## config.mk

```make
export PLATFORM = sky130hd
export DESIGN_NAME = scroll_address_register_unit
export DESIGN_NICKNAME = d
export VERILOG_FILES = /design/src/scrl_pkg.sv /design/src/scrl_next.sv /design/src/scroll_address_register_unit.sv
export SDC_FILE = /design/constraint.sdc
export NUM_CORES = 1
export LEC_CHECK = 0
export BUFFER_PORTS_ARGS = -buffer_cell sky130_fd_sc_hd__buf_2
export CORE_MARGIN = 2
export CORE_UTILIZATION = 40
export DETAILED_ROUTE_END_ITERATION = 6
export SYNTH_ARGS = -nofsm -noshare
export SYNTH_HDL_FRONTEND = slang
export SYNTH_HIERARCHICAL = 1
export SYNTH_SLANG_ARGS = --single-unit
export TNS_END_PERCENT = 10
```

## constraint.sdc

```tcl
create_clock -name clk -period 5.1 [get_ports clk]
set_input_delay 0.255 -clock clk [delete_from_list [all_inputs] [get_ports clk]]
set_output_delay 0.255 -clock clk [all_outputs]
set_load 0.01 [all_outputs]
```

## src/scrl_pkg.sv

```systemverilog
// scrl_pkg: types and constants of the scroll and address register unit
// no dependencies; imported by every other file of the project
`timescale 1ns / 1ps
`default_nettype none

package scrl_pkg;

	// event codes
	localparam logic [3:0] OP_CTRL_WR   = 4'd0;
	localparam logic [3:0] OP_SCROLL_WR = 4'd1;
	localparam logic [3:0] OP_ADDR_WR   = 4'd2;
	localparam logic [3:0] OP_STATUS_RD = 4'd3;
	localparam logic [3:0] OP_DATA_ACC  = 4'd4;
	localparam logic [3:0] OP_INC_HORIZ = 4'd5;
	localparam logic [3:0] OP_INC_VERT  = 4'd6;
	localparam logic [3:0] OP_COPY_HORIZ = 4'd7;
	localparam logic [3:0] OP_COPY_VERT = 4'd8;

	localparam int unsigned ADDR_W = 15;

	// coarse Y wrap points
	localparam logic [4:0] COARSE_Y_LAST_ROW = 5'd29;
	localparam logic [4:0] COARSE_MAX        = 5'd31;
	localparam logic [2:0] FINE_Y_MAX        = 3'd7;

	// bits moved by the horizontal and vertical copies
	localparam logic [ADDR_W-1:0] HORIZ_BITS = 15'h041F;
	localparam logic [ADDR_W-1:0] VERT_BITS  = 15'h7BE0;

	typedef struct packed {
		logic [3:0] opcode;
		logic [7:0] data;
		logic       rendering_enabled;
	} scrl_evt_t;

	typedef struct packed {
		logic [13:0] bus_address;
		logic [14:0] current_address;
		logic [2:0]  fine_scroll_x;
		logic        write_toggle;
	} scrl_res_t;

	typedef struct packed {
		logic [ADDR_W-1:0] v;
		logic [ADDR_W-1:0] t;
		logic [2:0]        fine_x;
		logic              toggle;
		logic              inc32;
	} scrl_state_t;

endpackage

`default_nettype wire

```

## src/scrl_next.sv

```systemverilog
// scrl_next: next register state and result item for one event
// depends on scrl_pkg
`timescale 1ns / 1ps
`default_nettype none

module scrl_next (
	input  var scrl_pkg::scrl_state_t cur,
	input  var scrl_pkg::scrl_evt_t   evt,
	output scrl_pkg::scrl_state_t     nxt,
	output scrl_pkg::scrl_res_t       res
);
	import scrl_pkg::*;

	logic [ADDR_W-1:0] v_hinc;
	logic [ADDR_W-1:0] v_vinc;
	logic [4:0]        cy;
	logic [13:0]       bus;

	// coarse X step, nametable X flips past the last column
	always_comb begin
		v_hinc = cur.v;
		if (cur.v[4:0] == COARSE_MAX) begin
			v_hinc[4:0] = '0;
			v_hinc[10]  = ~cur.v[10];
		end else begin
			v_hinc[4:0] = cur.v[4:0] + 5'd1;
		end
	end

	// fine Y step, carry into coarse Y with the row 29 and 31 wraps
	always_comb begin
		v_vinc = cur.v;
		cy     = cur.v[9:5];
		if (cur.v[14:12] != FINE_Y_MAX) begin
			v_vinc[14:12] = cur.v[14:12] + 3'd1;
		end else begin
			v_vinc[14:12] = '0;
			if (cy == COARSE_Y_LAST_ROW) begin
				v_vinc[9:5] = '0;
				v_vinc[11]  = ~cur.v[11];
			end else if (cy == COARSE_MAX) begin
				v_vinc[9:5] = '0;
			end else begin
				v_vinc[9:5] = cy + 5'd1;
			end
		end
	end

	always_comb begin
		nxt = cur;
		bus = '0;
		unique case (evt.opcode)
			OP_CTRL_WR: begin
				nxt.t[11:10] = evt.data[1:0];
				nxt.inc32    = evt.data[2];
			end
			OP_SCROLL_WR: begin
				if (!cur.toggle) begin
					nxt.t[4:0]  = evt.data[7:3];
					nxt.fine_x  = evt.data[2:0];
				end else begin
					nxt.t[9:5]   = evt.data[7:3];
					nxt.t[14:12] = evt.data[2:0];
				end
				nxt.toggle = ~cur.toggle;
			end
			OP_ADDR_WR: begin
				if (!cur.toggle) begin
					nxt.t[13:8] = evt.data[5:0];
					nxt.t[14]   = 1'b0;
				end else begin
					nxt.t[7:0] = evt.data;
					nxt.v      = {cur.t[14:8], evt.data};
				end
				nxt.toggle = ~cur.toggle;
			end
			OP_STATUS_RD: begin
				nxt.toggle = 1'b0;
			end
			OP_DATA_ACC: begin
				bus   = cur.v[13:0];
				nxt.v = cur.v + (cur.inc32 ? 15'd32 : 15'd1);
			end
			OP_INC_HORIZ: begin
				if (evt.rendering_enabled) nxt.v = v_hinc;
			end
			OP_INC_VERT: begin
				if (evt.rendering_enabled) nxt.v = v_vinc;
			end
			OP_COPY_HORIZ: begin
				if (evt.rendering_enabled)
					nxt.v = (cur.v & ~HORIZ_BITS) | (cur.t & HORIZ_BITS);
			end
			OP_COPY_VERT: begin
				if (evt.rendering_enabled)
					nxt.v = (cur.v & ~VERT_BITS) | (cur.t & VERT_BITS);
			end
			default: begin
			end
		endcase
	end

	assign res.bus_address     = bus;
	assign res.current_address = nxt.v;
	assign res.fine_scroll_x   = nxt.fine_x;
	assign res.write_toggle    = nxt.toggle;

endmodule

`default_nettype wire

```

## src/scroll_address_register_unit.sv

```systemverilog
// scroll_address_register_unit: video scroll and address registers (v, t, fine x, toggle)
// depends on scrl_pkg and scrl_next
`timescale 1ns / 1ps
`default_nettype none

// channel   | signals                    | item type  | direction
// ----------+----------------------------+------------+----------
// events    | evt_valid, evt_stall, evt  | scrl_evt_t | in
// results   | res_valid, res_stall, res  | scrl_res_t | out
//
// one event per cycle unless evt_stall is high, one result per event
// stage 1 holds the accepted event, the result register holds its result
// the register state updates at the same edge the result is loaded
// a stalled result holds stage 1, stage 1 accepts while it is empty or the result register is free
// reset clears v, t, fine x, toggle, increment mode and both valid flags

module scroll_address_register_unit (
	input  wire                 clk,
	input  wire                 arst_n,
	input  wire                 evt_valid,
	output logic                evt_stall,
	input  var scrl_pkg::scrl_evt_t evt,
	output logic                res_valid,
	input  wire                 res_stall,
	output scrl_pkg::scrl_res_t res
);
	import scrl_pkg::*;

	scrl_evt_t   evt_s1;
	logic        vld_s1;
	scrl_res_t   res_s2;
	logic        vld_s2;
	scrl_state_t state_q;
	scrl_state_t state_nxt;
	scrl_res_t   res_nxt;
	logic        s2_free;
	logic        s1_move;
	logic        evt_take;

	// result register can load when empty or being drained
	assign s2_free   = !vld_s2 || !res_stall;
	assign s1_move   = vld_s1 && s2_free;
	assign evt_stall = vld_s1 && !s2_free;
	assign evt_take  = evt_valid && !evt_stall;

	scrl_next u_next (
		.cur (state_q),
		.evt (evt_s1),
		.nxt (state_nxt),
		.res (res_nxt)
	);

	// stage 1 valid
	always_ff @(posedge clk or negedge arst_n) begin
		if (!arst_n) begin
			vld_s1 <= 1'b0;
		end else if (s2_free || !vld_s1) begin
			vld_s1 <= evt_valid;
		end
	end

	// stage 1 payload
	always_ff @(posedge clk) begin
		if (evt_take) begin
			evt_s1 <= evt;
		end
	end

	// architectural registers step with each processed event
	always_ff @(posedge clk or negedge arst_n) begin
		if (!arst_n) begin
			state_q <= '0;
		end else if (s1_move) begin
			state_q <= state_nxt;
		end
	end

	// result valid
	always_ff @(posedge clk or negedge arst_n) begin
		if (!arst_n) begin
			vld_s2 <= 1'b0;
		end else if (s2_free) begin
			vld_s2 <= vld_s1;
		end
	end

	// result payload
	always_ff @(posedge clk) begin
		if (s1_move) begin
			res_s2 <= res_nxt;
		end
	end

	assign res_valid = vld_s2;
	assign res       = res_s2;

endmodule

`default_nettype wire

```

==> out/qor.tcl, run 1 <==
set qor(outcome) {complete, no violations}
set qor(postSynth.topFlopCell) {sky130_fd_sc_hd__edfxtp_1}
set qor(drt-vias-per-instance) 5.76
set qor(synthCells) 476
set qor(min_period_ns) 2.88
set qor(hold_buffers) 0
set qor(critical_path.endpoint_type) {flip-flop}
set qor(timing.hold.ws_ns) 0.0348
set qor(finish.net_count) 519
set qor(worst_setup_path_start_kind) {flip-flop}
set qor(drv_cap) 0
set qor(clock_latency_ns) 0.35
set qor(diodes) 0
set qor(layout_area_overhead_pct) 9.22
set qor(synth_enable_flop_cells) 46
set qor(nFillCells) 1184
set qor(timing.hold.worst.class) {input port to async pin}
set qor(asyncSetResetFlopFracSynth_pct) 44.6
set qor(route.detailed.drc) 0
set qor(total_routed_length_mm) 12.7
set qor(hold_viol_final) 0
set qor(leakage_power_of_the_design_nw) 2.23
set qor(htree_levels) 3
set qor(final_area_sq_um) 5600
set qor(synth_sequential_area_ratio_pct) 45.0
set qor(dr_total_vias) 3856
set qor(drt_pre_antenna_iters) 4
set qor(vias_in_the_first_global_route) 3686
set qor(maxClockFrequency_mhz) 347
set qor(tritoncts_num_sinks) 83
set qor(clk_transition_reported_paths_ns) 0.06
set qor(multi_input_comb_area_sq_um) 2460
set qor(gpl.final_weighted_congestion) 0.883
set qor(floorplan.io_pins) 52
set qor(place_hpwl_mm) 8.72
set qor(finalWorstSetupSlack_ns) 2.22
set qor(area_of_the_core_sq_um) 12600
set qor(maximum_number_of_pins_on_one_net_before_global_route_repair) 49
set qor(track_usage_pct) 19.4
set qor(post_cts.resized_instances) 0
set qor(setup_slack_placement_ns) 2.25
set qor(grt_overflow) 0
set qor(synthesis.yosys.warnings) 6
set qor(critPathMaxFanout) 34
set qor(synth.ff_latch_count) 83
set qor(skew_ns) 0.0102
set qor(grt_setup_unrepaired) {no}
set qor(cp_data_required_time_ns) 5.38
set qor(first_pass_grt_wire_length_mm) 20.2
set qor(maxSlewHeadroom_pct) 29.0
set qor(ys_types) 68
set qor(report.final.slew_viol_count) 0
set qor(synth_top_area_share_pct) 26.9
set qor(cts.root.buffer_cell) {sky130_fd_sc_hd__clkbuf_16}
set qor(die_width_um) 117
set qor(ys_top_cells_by_area) {sky130_fd_sc_hd__edfxtp_1 27%, sky130_fd_sc_hd__dfrtp_1 18%, sky130_fd_sc_hd__mux2_4 8.5%, sky130_fd_sc_hd__o21ai_0 3.2%, sky130_fd_sc_hd__buf_4 2.9%}
set qor(std_cell_rows) 41
set qor(area_taken_by_flip_flops_and_latches_sq_um) 2310
set qor(post-layout-total-power_mw) 2.48
set qor(syn_avg_cell_area_sq_um) 10.8
set qor(critPathArrivalTime_ns) 3.16
set qor(die-area_sq_um) 13700
set qor(layout-drive-gt1-share_pct) 23.9
set qor(worst_tran_pin_value_ns) 1.06
set qor(synth_area_sq_um) 5130
set qor(setup_viol_count_final) 0
set qor(detail_route.wl_per_cell_um) 19.0
set qor(worst-setup-path-type) {flip-flop to flip-flop}
set qor(vdd_drop_max_mv) 0.214
set qor(grt_antenna_before_repair) 0
set qor(port_buffers) 51
set qor(mappedNetlistNets) 503
set qor(dieHeight_um) 117
set qor(reg2reg_setup_slack_ns) 2.22
set qor(tritoncts) {yes}
set qor(cts_inserted_buffers) 9
set qor(placed_area_sq_um) 5310
set qor(cts_setup_buffers) 0
set qor(initial_core_util_pct) 40.8
set qor(timing.final.crit_share_pct) 56.5
set qor(cts_max_path_buffers) 2
set qor(setup_total_negative_slack_ns) 0
set qor(drt_iter0_drc) 305
set qor(ant_nets) 0
set qor(cell_taking_the_most_area_after_synthesis) {sky130_fd_sc_hd__edfxtp_1}
set qor(power_per_cell_area_nw_per_um2) 442
-- metrics by stage --
| step | util [%] | cells |
|---|---|---|
| after floorplan | - | 476 |
| after CTS | 44.6 | 669 |
| after global placement | 42.3 | 653 |
| after global routing | 44.6 | 669 |
| final | 44.6 | 669 |
| after detailed placement | 42.3 | 653 |
-- layout by cell type (no fill, tap or decap), types with 4 or more instances in the layout --
cell type / n
sky130_fd_sc_hd__buf_2: 51
sky130_fd_sc_hd__edfxtp_1: 46
sky130_fd_sc_hd__dfrtp_1: 37
sky130_fd_sc_hd__nand2_1: 33
sky130_fd_sc_hd__o21ai_0: 33
sky130_fd_sc_hd__mux2_4: 29
sky130_fd_sc_hd__a21oi_1: 24
sky130_fd_sc_hd__nor2_1: 22
sky130_fd_sc_hd__nand3_1: 15
sky130_fd_sc_hd__and2_1: 15
sky130_fd_sc_hd__inv_1: 12
sky130_fd_sc_hd__mux2_2: 10
sky130_fd_sc_hd__o211ai_1: 10
sky130_fd_sc_hd__ha_1: 10
sky130_fd_sc_hd__clkbuf_16: 9
sky130_fd_sc_hd__nor2b_1: 9
sky130_fd_sc_hd__a22oi_1: 8
sky130_fd_sc_hd__nor3_1: 6
sky130_fd_sc_hd__nand4_1: 6
sky130_fd_sc_hd__nand2b_1: 5
sky130_fd_sc_hd__buf_4: 4
sky130_fd_sc_hd__a32o_1: 4
sky130_fd_sc_hd__a211oi_1: 4
sky130_fd_sc_hd__a221oi_1: 4
sky130_fd_sc_hd__a221o_1: 4
sky130_fd_sc_hd__xnor2_1: 4
-- Yosys cell counts, types with 4 or more instances --
cell type / instances
sky130_fd_sc_hd__a211oi_1: 4
sky130_fd_sc_hd__a21oi_1: 24
sky130_fd_sc_hd__a221o_1: 4
sky130_fd_sc_hd__a221oi_1: 4
sky130_fd_sc_hd__a22oi_1: 8
sky130_fd_sc_hd__a32o_1: 4
sky130_fd_sc_hd__and2_1: 15
sky130_fd_sc_hd__buf_2: 10
sky130_fd_sc_hd__buf_4: 20
sky130_fd_sc_hd__clkbuf_1: 12
sky130_fd_sc_hd__dfrtp_1: 37
sky130_fd_sc_hd__edfxtp_1: 46
sky130_fd_sc_hd__ha_1: 10
sky130_fd_sc_hd__inv_1: 12
sky130_fd_sc_hd__mux2_2: 10
sky130_fd_sc_hd__mux2_4: 29
sky130_fd_sc_hd__nand2_1: 33
sky130_fd_sc_hd__nand2b_1: 5
sky130_fd_sc_hd__nand3_1: 15
sky130_fd_sc_hd__nand4_1: 6
sky130_fd_sc_hd__nor2_1: 22
sky130_fd_sc_hd__nor2b_1: 9
sky130_fd_sc_hd__nor3_1: 7
sky130_fd_sc_hd__o211ai_1: 10
sky130_fd_sc_hd__o21ai_0: 33
sky130_fd_sc_hd__xnor2_1: 4
-- logic make-up (layout without fill, tap and decap cells) --
group | Yosys count | count (layout) | share of synthesized area (%)
simple gates | 140 | 140 | 15.2
compound gates | 135 | 135 | 18.1
flops | 83 | 83 | 45.0
buf+inv | 62 | 83 | 7.36
mux | 41 | 41 | 11.1
fa+ha+maj | 10 | 10 | 2.44
xor+xnor | 5 | 5 | 0.853
-- report_power, final --
group	total, mW	leakage [nW]	internal (mW)	switching [mW]
Combinational	0.681	1.17	0.366	0.315
Clock	0.638	0.139	0.379	0.259
Sequential	1.16	0.923	0.903	0.256
Total	2.48	2.23	1.65	0.831
-- path summary, 6_finish.rpt --
path                            start          end  cells past startpoint
max in group asynchronous      arst_n  state_q[26]                      1
min in group clk               evt[2]    evt_s1[2]                      1
setup / recovery           evt_s1[11]  state_q[24]                      3
hold reg to reg                vld_s1    res_valid                      1
hold / removal                 arst_n       vld_s1                      1
setup reg to reg           evt_s1[11]  state_q[24]                      3
-- worst max-delay path, stage by stage, from the launching register on --
cell	delay, ns
sky130_fd_sc_hd__edfxtp_1	1.05
sky130_fd_sc_hd__or4b_1	0.80
sky130_fd_sc_hd__o311ai_0	0.71
sky130_fd_sc_hd__mux2_4	0.26
-- sequential cells by signal (all words and copies together), names as in the netlist --
register / count
evt_s1: 13
res: 33
res_valid: 1
state_q: 35
vld_s1: 1
-- metal layers --
| metal | GRT usage [%] | routed length, um | part of all wire (%) | vias up |
|---|---|---|---|---|
| met4 | 4.94 | 118 | 0.93 | 0 |
| met2 | 30.4 | 5960 | 47 | 134 |
| met1 | 27.1 | 6010 | 47 | 1896 |
| met5 | 0 | 0 | 0 | - |
| met3 | 4.99 | 636 | 5.0 | 12 |
| li1 | - | - | - | 1814 |
-- area by class of cell --
class	instances	share of cell area, %
clock buffer	10	4.09
timing repair buffer	55	5.09
multi-input combinational	331	43.9
tap	172	3.84
clock inverter	6	1.14
inverter	12	0.804
sequential	83	41.2
Power figures use the tool's default switching activity.
==> run 2: changes to the inputs <==
Clock period 5.1 ns to 2.8 ns, I/O delays scaled along.
==> run 2 against run 1 <==
Combinational power is 100% higher. Critical endpoint is now state_q[31]. Critical path type unchanged. Global-route usage is 0.96 points higher. Critical path depth is 4 higher. Power is 89% higher. Clock skew is 0.0036 ns lower. Non-clock buffer count is 35 higher. Utilization is 2.8 points higher.
==> out/qor.tcl, run 2 (same netlist as run 1, synthesis figures left out) <==
set qor(post_layout_nonfiller_instances) 704
set qor(number_of_cells_after_detailed_placement) 673
set qor(outcome) {complete, no violations}
set qor(drt_iter0_drc) 307
set qor(mostFrequentLayoutCell) {sky130_fd_sc_hd__buf_2}
set qor(leakage_power_of_the_design_nw) 2.41
set qor(tritoncts) {yes}
set qor(critical_path.endpoint_type) {flip-flop}
set qor(p_switching_mw) 1.53
set qor(maximum_number_of_pins_on_one_net_before_global_route_repair) 56
set qor(route.detailed.drc) 0
set qor(critPathArrivalTime_ns) 2.80
set qor(layout-drive-gt1-share_pct) 25.9
set qor(die-area_sq_um) 13700
set qor(port_buffers) 51
set qor(cts_inserted_buffers) 9
set qor(tritoncts_num_sinks) 83
set qor(timing.final.crit_share_pct) 91.8
set qor(gpl.final_weighted_congestion) 0.907
set qor(worst_tran_pin_value_ns) 0.968
set qor(drv_cap) 0
set qor(layout_area_overhead_pct) 16.0
set qor(area_taken_by_flip_flops_and_latches_sq_um) 2310
set qor(setup_viol_count_final) 0
set qor(grt_antenna_before_repair) 0
set qor(cts.root.buffer_cell) {sky130_fd_sc_hd__clkbuf_16}
set qor(multi_input_comb_area_sq_um) 2460
set qor(grt_setup_unrepaired) {no}
set qor(total_routed_length_mm) 13.3
set qor(dieHeight_um) 117
set qor(nFillCells) 1168
set qor(maxSlewHeadroom_pct) 34.6
set qor(setup_total_negative_slack_ns) 0
set qor(worst_setup_path_start_kind) {flip-flop}
set qor(drt-vias-per-instance) 5.76
set qor(seqPwrFrac_pct) 43.2
set qor(initial_core_util_pct) 40.8
set qor(largest_register_ffs) 35
set qor(dr_total_vias) 4056
set qor(drt_pre_antenna_iters) 7
set qor(hold_viol_final) 0
set qor(share_of_power_burned_in_combinational_logic_pct) 29.7
set qor(hold_buffers) 15
set qor(top_register) {state_q}
set qor(diodes) 0
set qor(cts_max_path_buffers) 2
set qor(skew_ns) 0.00661
set qor(power_per_cell_area_nw_per_um2) 786
set qor(share_clk_of_total_power_pct) 27.0
set qor(worst-setup-path-type) {flip-flop to flip-flop}
set qor(final_cell_mix) {51 x sky130_fd_sc_hd__buf_2, 46 x sky130_fd_sc_hd__edfxtp_1, 37 x sky130_fd_sc_hd__dfrtp_1, 33 x sky130_fd_sc_hd__nand2_1, 33 x sky130_fd_sc_hd__o21ai_0}
set qor(ant_nets) 0
set qor(floorplan.io_pins) 52
set qor(cts_setup_buffers) 0
set qor(cp_data_required_time_ns) 3.03
set qor(report.final.slew_viol_count) 0
set qor(critPathMaxFanout) 8
set qor(clock_latency_ns) 0.35
set qor(switching_share_pct) 32.7
set qor(power.internal_mw) 3.15
set qor(vias_in_the_first_global_route) 3930
set qor(maxClockFrequency_mhz) 389
set qor(post_cts.resized_instances) 0
set qor(die_width_um) 117
set qor(final_area_sq_um) 5950
set qor(min_period_ns) 2.57
set qor(detail_route.wl_per_cell_um) 18.9
set qor(vdd_drop_max_mv) 0.350
set qor(grt_overflow) 0
set qor(place_hpwl_mm) 9.44
set qor(std_cell_rows) 41
set qor(clk_transition_reported_paths_ns) 0.06
set qor(met1_routed_length_mm) 6.19
set qor(area_of_the_core_sq_um) 12600
set qor(htree_levels) 3
set qor(routed-wl-met3_um) 723
set qor(highest_layer) {met4}
set qor(track_usage_pct) 20.4
set qor(placed_area_sq_um) 5490
set qor(timing.hold.worst.class) {input port to flip-flop}
set qor(first_pass_grt_wire_length_mm) 21.1
set qor(finish.net_count) 554
set qor(met2WireLength_mm) 6.21
## run 2: changes by cell type in the layout (fill, tap and decap cells not counted), moves of 2 or more
| cell | delta |
|---|---|
| sky130_fd_sc_hd__buf_12 | +2 |
| sky130_fd_sc_hd__buf_4 | +18 |
| sky130_fd_sc_hd__dlygate4sd3_1 | +15 |
| sky130_fd_sc_hd__clkinv_2 | -2 |
## run 2: metrics by stage
stage / util (%) / hold WS, ns / worst slack [ns] / power [mW]
after global routing: 47.4 / 0.0566 / 0.102 / 4.96
final: 47.4 / 0.0655 / 0.230 / 4.68
after global placement: 43.7 / 0.317 / 0.290 / 3.37
after detailed placement: 43.7 / 0.318 / 0.222 / 3.40
after floorplan: - / -0.156 / 0.451 / 3.09
after CTS: 47.4 / 0.0558 / 0.214 / 4.70
## run 2: final timing paths
path,startpoint,to,slack [ns],cells after the start
max in group asynchronous,arst_n,state_q[23],1.78,2
min in group asynchronous,arst_n,state_q[3],0.46,2
setup / recovery,state_q[20],state_q[31],0.23,7
hold / removal,res_stall,res_valid,0.07,2
hold reg to reg,vld_s1,res_valid,0.49,1
setup reg to reg,state_q[20],state_q[31],0.23,7
## run 2: power groups by stage
stage | Sequential [mW] | Combinational [mW] | Clock (mW)
global placement | 2.02 | 1.35 | 0
detailed placement | 2.03 | 1.37 | 0
floorplan | 1.95 | 1.14 | 0
finish | 2.02 | 1.39 | 1.27
global route | 2.07 | 1.54 | 1.35
CTS | 2.01 | 1.39 | 1.29
## run 2: layout make-up
class	count	share of cell area, %
repair buffers	90	10.3
flip-flops and latches	83	38.7
well taps	172	3.61
clock buffers	10	3.85
clock inverters	6	1.49
inverters	12	0.756
multi-input cells	331	41.3
## run 2: routing by layer
metal	track usage (%)	vias to the layer above
li1	-	1894
met1	28.0	1982
met2	31.8	163
met3	5.20	17
met4	6.20	0
met5	0	-
## run 2: critical path, cell delays in order (launching register included)
cell,delay (ns)
sky130_fd_sc_hd__dfrtp_1,0.47
sky130_fd_sc_hd__ha_1,0.24
sky130_fd_sc_hd__nand4_1,0.13
sky130_fd_sc_hd__o21bai_1,0.40
sky130_fd_sc_hd__or4b_1,0.49
sky130_fd_sc_hd__xnor2_1,0.14
sky130_fd_sc_hd__a221o_1,0.32
sky130_fd_sc_hd__mux2_4,0.26
==> run 3: changes to the inputs <==
Settings changed: ABC_AREA set to 1, RECOVER_POWER set to 25.
==> run 3 against run 2 <==
Clock skew is essentially flat. Clock power up 3%. Sequential share of layout area shrank 0.47 points. Worst setup slack better by 0.46 ns. Via count grew 19%. Die area up 4.3%. Combinational power decreased by 15%. Design area grew 1.2%. Sequential power down 9.9%. Global-route usage rose by 3.3 points.
==> out/qor.tcl, run 3 <==
set qor(total_routed_length_mm) 16.0
set qor(power_per_cell_area_nw_per_um2) 714
set qor(p_switching_mw) 1.53
set qor(synth_area_sq_um) 5360
set qor(cts_setup_buffers) 0
set qor(die_width_um) 120
set qor(cts_inserted_buffers) 9
set qor(drv_cap) 0
set qor(ant_nets) 0
set qor(cell_taking_the_most_area_after_synthesis) {sky130_fd_sc_hd__edfxtp_1}
set qor(leakage_power_of_the_design_nw) 2.63
set qor(share_of_power_burned_in_combinational_logic_pct) 27.3
set qor(placed_area_sq_um) 5590
set qor(hold_viol_final) 0
set qor(timing.critical_path.slowest_stage_cell) {sky130_fd_sc_hd__clkinv_1}
set qor(skew_ns) 0.00626
set qor(grt_setup_unrepaired) {no}
set qor(critical_path_depth) 7
set qor(place_hpwl_mm) 11.4
set qor(drt_pre_antenna_iters) 7
set qor(area_of_the_core_sq_um) 13100
set qor(switching_share_pct) 35.5
set qor(vdd_drop_max_mv) 0.370
set qor(cp_common_cell) {sky130_fd_sc_hd__a21oi_1}
set qor(critical_path_buffers_and_inverters) 1
set qor(timing.final.crit_share_pct) 75.5
set qor(diodes) 0
set qor(path_cells) {clkinv_1 -> nor2_1 -> a21oi_1 -> nand2_1 -> o21ai_0 -> a21oi_1 -> nand4_1}
set qor(cp_data_required_time_ns) 2.85
set qor(cts_max_path_buffers) 2
set qor(final_cell_mix) {185 x sky130_fd_sc_hd__nand2_1, 74 x sky130_fd_sc_hd__nor2_1, 55 x sky130_fd_sc_hd__inv_1, 52 x sky130_fd_sc_hd__nand3_1, 50 x sky130_fd_sc_hd__o21ai_0}
set qor(asyncSetResetFlopFracSynth_pct) 44.6
set qor(synthesis.yosys.warnings) 6
set qor(maxSlewHeadroom_pct) 27.4
set qor(grt_antenna_before_repair) 0
set qor(hold_buffers) 15
set qor(mappedNetlistNets) 708
set qor(largest_register_ffs) 35
set qor(dieHeight_um) 120
set qor(report.final.slew_viol_count) 0
set qor(timing.hold.worst.class) {input port to flip-flop}
set qor(finish.net_count) 751
set qor(die-area_sq_um) 14300
set qor(setup_viol_count_final) 0
set qor(tritoncts) {yes}
set qor(synth_top_area_share_pct) 25.8
set qor(post-layout-total-power_mw) 4.30
set qor(top_register) {state_q}
set qor(ys_top_cells_by_area) {sky130_fd_sc_hd__edfxtp_1 26%, sky130_fd_sc_hd__dfrtp_1 17%, sky130_fd_sc_hd__nand2_1 13%, sky130_fd_sc_hd__nor2_1 5.2%, sky130_fd_sc_hd__nand3_1 4.9%}
set qor(synth_sequential_area_ratio_pct) 43.1
set qor(min_period_ns) 2.11
set qor(power.internal_mw) 2.78
set qor(worst-setup-path-type) {flip-flop to flip-flop}
set qor(layout-drive-gt1-share_pct) 12.8
set qor(clock_latency_ns) 0.35
set qor(floorplan.io_pins) 52
set qor(mostFrequentLayoutCell) {sky130_fd_sc_hd__nand2_1}
set qor(synth.ff_latch_count) 83
set qor(drt_iter0_drc) 420
set qor(seqPwrFrac_pct) 42.3
set qor(postSynth.topFlopCell) {sky130_fd_sc_hd__edfxtp_1}
set qor(critical_path.endpoint_type) {flip-flop}
set qor(gpl.final_weighted_congestion) 0.935
set qor(critPathArrivalTime_ns) 2.17
set qor(ys_types) 39
set qor(std_cell_rows) 42
set qor(port_buffers) 51
set qor(layout_area_overhead_pct) 12.5
set qor(max_stage_delay_on_crit_path_ns) 0.44
set qor(tritoncts_num_sinks) 83
set qor(most_common_cell_in_the_netlist) {sky130_fd_sc_hd__nand2_1}
set qor(critPathMaxFanout) 20
set qor(detail_route.wl_per_cell_um) 17.7
set qor(post-route-util_pct) 45.9
set qor(drt-vias-per-instance) 5.31
set qor(synthCells) 681
set qor(first_pass_grt_wire_length_mm) 25.8
set qor(post_layout_nonfiller_instances) 905
set qor(number_of_cells_after_detailed_placement) 874
set qor(setup_slack_placement_ns) 0.720
set qor(post_cts.resized_instances) 0
set qor(outcome) {complete, no violations}
set qor(final_area_sq_um) 6030
set qor(maximum_number_of_pins_on_one_net_before_global_route_repair) 38
set qor(track_usage_pct) 23.7
set qor(setup_total_negative_slack_ns) 0
set qor(dr_total_vias) 4810
set qor(min_delay_path_depth) 3
set qor(grt_overflow) 0
set qor(share_clk_of_total_power_pct) 30.4
set qor(syn_avg_cell_area_sq_um) 7.87
set qor(finalWorstSetupSlack_ns) 0.687
set qor(htree_levels) 3
set qor(route.detailed.drc) 0
set qor(post_synth_most_frequent_cells) {185 x sky130_fd_sc_hd__nand2_1, 74 x sky130_fd_sc_hd__nor2_1, 55 x sky130_fd_sc_hd__inv_1, 52 x sky130_fd_sc_hd__nand3_1, 50 x sky130_fd_sc_hd__o21ai_0}
set qor(initial_core_util_pct) 40.8
set qor(maxClockFrequency_mhz) 473
set qor(vias_in_the_first_global_route) 4762
set qor(worst_setup_path_start_kind) {flip-flop}
set qor(synth_enable_flop_cells) 46
set qor(worst_tran_pin_value_ns) 1.09
set qor(timing.reg2reg.worst_path_depth) 7
set qor(clk_transition_reported_paths_ns) 0.06
set qor(timing.hold.ws_ns) 0.166
set qor(cpLargestDelayFamily) {simple AND/OR/NAND/NOR gates}
set qor(cts.root.buffer_cell) {sky130_fd_sc_hd__clkbuf_16}
run 3: cells by family (layout without fill, tap and decap cells):
group | Yosys count | count (layout) | share of synthesized area (%)
AO/OA/AOI/OAI | 106 | 106 | 11.4
adder cells (fa/ha/maj) | 10 | 10 | 2.33
buffers and inverters | 108 | 156 | 10.6
flip-flops | 83 | 83 | 43.1
multiplexers | 1 | 1 | 0.210
AND/OR/NAND/NOR | 373 | 373 | 32.5
run 3: metal layers:
metal / routed length [um] / vias to the layer above / GRT usage, %
met4: 297 / 0 / 8.16
met5: 0 / - / 0
li1: - / 2346 / -
met3: 688 / 19 / 3.18
met2: 7680 / 156 / 39.4
met1: 7370 / 2289 / 31.9
run 3: path summary, 6_finish.rpt:
kind	startpoint	endpoint	slack [ns]
setup / recovery	state_q[1]	res[10]	0.69
hold / removal	res_stall	vld_s1	0.17
setup reg to reg	state_q[1]	res[10]	0.69
hold reg to reg	state_q[4]	state_q[4]	0.47
max in group asynchronous	arst_n	state_q[23]	1.60
min in group asynchronous	arst_n	state_q[4]	0.53
run 3: final cells by class:
cell class,instances,area [sq um]
fill,1347,7110
multi-input combinational,490,2490
sequential,83,2310
timing repair buffer,77,445
clock buffer,12,256
inverter,63,239
tap,176,220
clock inverter,4,72.6
run 3: power by group through the flow:
stage,combinational (mW),sequential (mW),clock (mW)
finish,1.18,1.82,1.31
global route,1.33,1.86,1.40
CTS,1.19,1.82,1.35
detailed placement,1.16,1.84,0
global placement,1.15,1.83,0
floorplan,0.916,1.79,0
run 3: worst min-delay path, stage by stage:
cell	delay, ns
sky130_fd_sc_hd__buf_2	0.10
sky130_fd_sc_hd__nand2_2	0.15
sky130_fd_sc_hd__o21ai_1	0.08
